==> config.mk <==
export PLATFORM = sky130hd
export DESIGN_NAME = sorted_priority_queue
export DESIGN_NICKNAME = d
export VERILOG_FILES = /design/src/design/spq_pkg.sv /design/src/design/sorted_priority_queue.sv
export SDC_FILE = /design/constraint.sdc
export NUM_CORES = 2
export LEC_CHECK = 0
export ABC_CLOCK_PERIOD_IN_PS = 13600
export BUFFER_PORTS_ARGS = -buffer_cell sky130_fd_sc_hd__buf_4
export CAP_MARGIN = 20
export CORE_ASPECT_RATIO = 0.6
export CORE_MARGIN = 3
export CORE_UTILIZATION = 40
export CTS_CLUSTER_SIZE = 16
export DETAILED_ROUTE_END_ITERATION = 7
export GPL_ROUTABILITY_DRIVEN = 0
export PLACE_DENSITY_LB_ADDON = 0.25
export SLEW_MARGIN = 20
export SYNTH_ARGS = -nofsm -noshare
export SYNTH_HDL_FRONTEND = slang
export SYNTH_SLANG_ARGS = --single-unit
export TNS_END_PERCENT = 5
==> constraint.sdc <==
create_clock -name clk -period 13.6 [get_ports clk]
set_clock_uncertainty 0.15 [all_clocks]
set_input_delay 1.36 -clock clk [delete_from_list [all_inputs] [get_ports clk]]
set_output_delay 1.36 -clock clk [all_outputs]
set_load 0.005 [all_outputs]
==> src/design/spq_pkg.sv <==
// Package for the sorted priority queue.
// Holds the command and status codes and the request and result item types.
// No dependencies.
package spq_pkg;

    // Operation carried by a request item.
    typedef enum logic [0:0] {
        CMD_ENQUEUE = 1'b0,
        CMD_DEQUEUE = 1'b1
    } command_t;

    // Outcome reported with every result item.
    typedef enum logic [1:0] {
        ST_ENQUEUED = 2'd0,
        ST_DEQUEUED = 2'd1,
        ST_EMPTY    = 2'd2,
        ST_FULL     = 2'd3
    } status_t;

    typedef struct packed {
        command_t           command;
        logic signed [31:0] item_value;
        logic signed [15:0] item_priority;
    } request_t;

    typedef struct packed {
        status_t            status;
        logic signed [31:0] head_value;
        logic signed [15:0] head_priority;
        logic        [4:0]  occupancy;
    } result_t;

endpackage

==> src/design/sorted_priority_queue.sv <==
// Sorted priority queue: a row of registered cells, highest priority at cell 0.
// Latency: the result item appears on result, marked by done, in the cycle after acceptance.
// Throughput: one item per cycle; busy stays low.
// The receiver cannot stall; each result is shown for exactly one cycle.
// Reset empties the queue and clears done; cell contents are left as they were.
// Depends on spq_pkg.
module sorted_priority_queue #(
    parameter int CAPACITY = 16
) (
    input  logic              clk,
    input  logic              rst_n,
    input  logic              start,
    output logic              busy,
    input  spq_pkg::request_t request,
    output logic              done,
    output spq_pkg::result_t  result
);
    import spq_pkg::*;

    localparam int CNT_W = $clog2(CAPACITY + 1);

    logic signed [31:0] val_reg  [CAPACITY];
    logic signed [15:0] pri_reg  [CAPACITY];
    logic signed [31:0] val_next [CAPACITY];
    logic signed [15:0] pri_next [CAPACITY];
    logic [CNT_W-1:0]   count_reg;
    logic [CNT_W-1:0]   count_next;
    logic               done_reg;
    result_t            result_reg;
    result_t            result_next;

    logic [CAPACITY-1:0] ge;
    logic                accept;
    logic                full;
    logic                empty;

    assign busy   = 1'b0;
    assign accept = start && !busy;
    assign full   = (count_reg == CNT_W'(CAPACITY));
    assign empty  = (count_reg == '0);

    // Each cell checks whether the new item belongs at or ahead of it.
    // Cells past the count always qualify, so the vector is a run of zeros then ones.
    always_comb
    begin
        for (int i = 0; i < CAPACITY; i++)
        begin
            if (CNT_W'(i) < count_reg)
                ge[i] = (request.item_priority >= pri_reg[i]);
            else
                ge[i] = 1'b1;
        end
    end

    // Next cell contents, count and result item.
    always_comb
    begin
        for (int i = 0; i < CAPACITY; i++)
        begin
            val_next[i] = val_reg[i];
            pri_next[i] = pri_reg[i];
        end
        count_next                = count_reg;
        result_next.status        = ST_ENQUEUED;
        result_next.head_value    = '0;
        result_next.head_priority = '0;

        unique case (request.command)
            CMD_ENQUEUE:
            begin
                if (full)
                begin
                    result_next.status = ST_FULL;
                end
                else
                begin
                    // Cell 0 takes the new item when it qualifies.
                    if (ge[0])
                    begin
                        val_next[0] = request.item_value;
                        pri_next[0] = request.item_priority;
                    end
                    // Other cells take the new item at the boundary, or shift down past it.
                    for (int i = 1; i < CAPACITY; i++)
                    begin
                        if (ge[i] && !ge[i-1])
                        begin
                            val_next[i] = request.item_value;
                            pri_next[i] = request.item_priority;
                        end
                        else if (ge[i])
                        begin
                            val_next[i] = val_reg[i-1];
                            pri_next[i] = pri_reg[i-1];
                        end
                    end
                    count_next         = count_reg + CNT_W'(1);
                    result_next.status = ST_ENQUEUED;
                end
            end
            CMD_DEQUEUE:
            begin
                if (empty)
                begin
                    result_next.status = ST_EMPTY;
                end
                else
                begin
                    // Hand out the head and move every cell but the last up by one.
                    result_next.head_value    = val_reg[0];
                    result_next.head_priority = pri_reg[0];
                    for (int i = 0; i < CAPACITY - 1; i++)
                    begin
                        val_next[i] = val_reg[i+1];
                        pri_next[i] = pri_reg[i+1];
                    end
                    count_next         = count_reg - CNT_W'(1);
                    result_next.status = ST_DEQUEUED;
                end
            end
            default:
            begin
                result_next.status = ST_EMPTY;
            end
        endcase
        result_next.occupancy = 5'(count_next);
    end

    // Cell storage and the result payload carry no reset.
    always_ff @(posedge clk)
    begin
        if (accept)
        begin
            for (int i = 0; i < CAPACITY; i++)
            begin
                val_reg[i] <= val_next[i];
                pri_reg[i] <= pri_next[i];
            end
            result_reg <= result_next;
        end
    end

    // Control state: entry count and result strobe.
    always_ff @(posedge clk or negedge rst_n)
    begin
        if (!rst_n)
        begin
            count_reg <= '0;
            done_reg  <= 1'b0;
        end
        else
        begin
            done_reg <= accept;
            if (accept)
                count_reg <= count_next;
        end
    end

    assign done   = done_reg;
    assign result = result_reg;

    // Every accepted item yields a result in the next cycle, and only then.
    assert property (@(posedge clk) disable iff (!rst_n) accept |=> done)
        else $error("accepted item produced no result");
    assert property (@(posedge clk) disable iff (!rst_n) !accept |=> !done)
        else $error("result strobe without an accepted item");

    // The count never exceeds the capacity.
    assert property (@(posedge clk) disable iff (!rst_n) count_reg <= CNT_W'(CAPACITY))
        else $error("entry count beyond capacity");

    // Reported occupancy matches the held count.
    assert property (@(posedge clk) disable iff (!rst_n)
        done |-> (result.occupancy == 5'(count_reg)))
        else $error("occupancy disagrees with entry count");

    // Only a successful dequeue returns a nonzero head.
    assert property (@(posedge clk) disable iff (!rst_n)
        (done && (result.status != ST_DEQUEUED))
        |-> (result.head_value == '0 && result.head_priority == '0))
        else $error("head fields nonzero without a dequeue");

endmodule

==> metrics <==
Fmax 176 MHz; r2r startpoint count_reg[1]$_DFFE_PN0P_; crit path DAT 5950 ps; total global-route track usage 25.5%; initial antenna violation count 3; DR iter-0 viols 6,775; Post-synth EDFFs 823; VDD IR-drop max 121 uV; Tcrit/Tclk final 41.7%; TritonCTS clock tree built; fin cells 6,242; WP buf/inv 3; sequential area share after synthesis 50.6%; Core Box Area 121,000 um2; r2r setup slk 7930 ps; Reg clk slew, reported paths 60 ps; RSZ-0062 raised after global routing false; Largest register FFs 512; Power Dens Cells 180 nW/um2; cell mode on critical path buf_12; Leak 19.0 nW; CTS H-Tree Depth 3; first-pass GRT wire length 248,000 um; DRT Pass-1 Iters 6; final setup fails 0; setup TNS 0 ps; met2 WL 56,200 um; DR vias/cell 6.42; Mapped Avg Cell Area 10.3 um2; Site Rows 98; Die Span Y 277 um; nets 4,876; Crit Path Category flip-flop to flip-flop; Area Growth Syn to Fin 9.14%; Critical Path Fanout Max 209; Post-synth ARST share 0.724%; Fill cells 11,351; multi-input logic area 21,500 um2; Met3 Wirelength 26,300 um; Seq. cell area 24,900 um2; Synth Cell Area 49,100 um2; most common cell in the synthesized netlist nand2_1; CP Depth 8; layout cell share with drive strength beyond 1 9.23%; Via Count 40,065; largest net degree at the start of global routing 210; Root Buffer clkbuf_16; DRT Wirelength 168,000 um; synth unique cells 76; Tightest Pin Transition 1120 ps; hold bufs inserted after CTS 0; Num CTS Buffers 86; Top Metal Used met4; Starting Density 40.8%; pins over their slew limit 0; register bit total from synthesis 829; Metal-1 WL 83,700 um; DRC Markers 0; placed cells 6,077; reg-to-reg endpoint val_reg[1][197]$_DFFE_PP_; DR WL/cell 27.0 um; Pwr Total 9.66 mW; Hold Fails Final Rpt 0; ys flop type edfxtp_1; IO Port Bufs 107; worst path cell trace inv_1, ha_1, and3_1, a21oi_4, buf_12, buf_12, nand2_1, o311ai_0; antenna-violating nets left 0; CP delay by family, top buffers and inverters; Skew-Pair Late Insertion Delay 710 ps; Max Root-Sink Buffers 3; I/O pin count 109; CP required 13,880 ps; Worst path slowest cell a21oi_4; max_cap viols 0; post-synthesis instance total 4,769; Startpoint Class flip-flop; full die area 127,000 um2; status finished, final reports clean; Synth warnings 0; R2R depth 8; CP max stage delay 790 ps; GR Overflow Total 0; Worst slew margin 25.0%; Post-CTS Setup Inserts 0; Num Clock Sinks 829; vias in the first global route 36,321; WHS 306 ps; largest cells by area after synthesis edfxtp_1, o211ai_1, nand2_1; worst hold-check path type primary input to asynchronous set/reset pin; dominant cell type by area after synthesis edfxtp_1; Syn Nets 5,080; Tmin final 5670 ps; Die Wd 458 um; Commonest cells post-synth nand2_1, edfxtp_1, o211ai_1, nand3_1, ha_1; PostCTS Resize Cnt 0; post-synth top area share 50.3%; dpl hpwl 115,000 um; Critical Path End Type flip-flop
## metal layers
metal	GRT usage, %	vias to the layer above
met5	0	-
met4	3.98	0
met3	9.51	142
met2	27.4	2625
met1	44.8	19464
li1	-	17834
## cell families (layout without fill, tap and decap cells)
family	after synthesis	after routing	synth area share, %
mux	62	62	1.44
other cells	1	5	0.00763
fa+ha+maj	259	259	6.60
xor+xnor	2	2	0.0357
compound gates	1291	1291	20.2
buf+inv	719	588	6.41
simple gates	1606	1606	14.7
flops	829	829	50.6
## cell type report
type | instances | share of cell area [%]
Timing Repair Buffer | 172 | 2.59
Tap cell | 1600 | 3.73
Sequential cell | 829 | 46.4
Clock buffer | 102 | 4.17
Clock inverter | 59 | 1.31
Antenna cell | 4 | 0.0187
Inverter | 255 | 1.80
Multi-Input combinational cell | 3221 | 40.0
## where the power goes
group / switching, mW / internal, mW / total, mW
Combinational: 2.14 / 0.945 / 3.09
Clock: 1.11 / 1.45 / 2.56
Sequential: 0.381 / 3.63 / 4.01
Total: 3.63 / 6.03 / 9.66
## cells in the final DEF (no fill, tap or decap), types with 34 or more instances in the layout
cell and count:
a21oi_1 158, a221o_1 67, and2_1 96, buf_4 165, clkbuf_16 87, edfxtp_1 823, ha_1 259, inv_1 253
mux2_2 34, nand2_1 947, nand3_1 371, nand4_1 45, o211ai_1 609, o21ai_0 37, o221ai_1 165, o311ai_0 106
## worst max path at each step
stage,from,endpoint
finish,count_reg[1]$_DFFE_PN0P_,val_reg[1][197]$_DFFE_PP_
global route,count_reg[1]$_DFFE_PN0P_,val_reg[1][215]$_DFFE_PP_
CTS,count_reg[1]$_DFFE_PN0P_,val_reg[1][197]$_DFFE_PP_
floorplan,request[0],pri_reg[0][64]$_DFFE_PP_
detailed placement,request[14],pri_reg[0][97]$_DFFE_PP_
global placement,request[11],pri_reg[0][105]$_DFFE_PP_
## stage by stage
stage / setup WS, ps / util, % / instance area, um2
3_3_place_gp: 7740 / 42.0 / 50600
6_report: 7930 / 44.5 / 53600
5_1_grt: 7710 / 44.5 / 53600
3_5_place_dp: 7650 / 42.0 / 50700
2_1_floorplan: 6100 / - / 49100
4_1_cts: 8170 / 44.5 / 53600
Power figures use the tool's default switching activity.
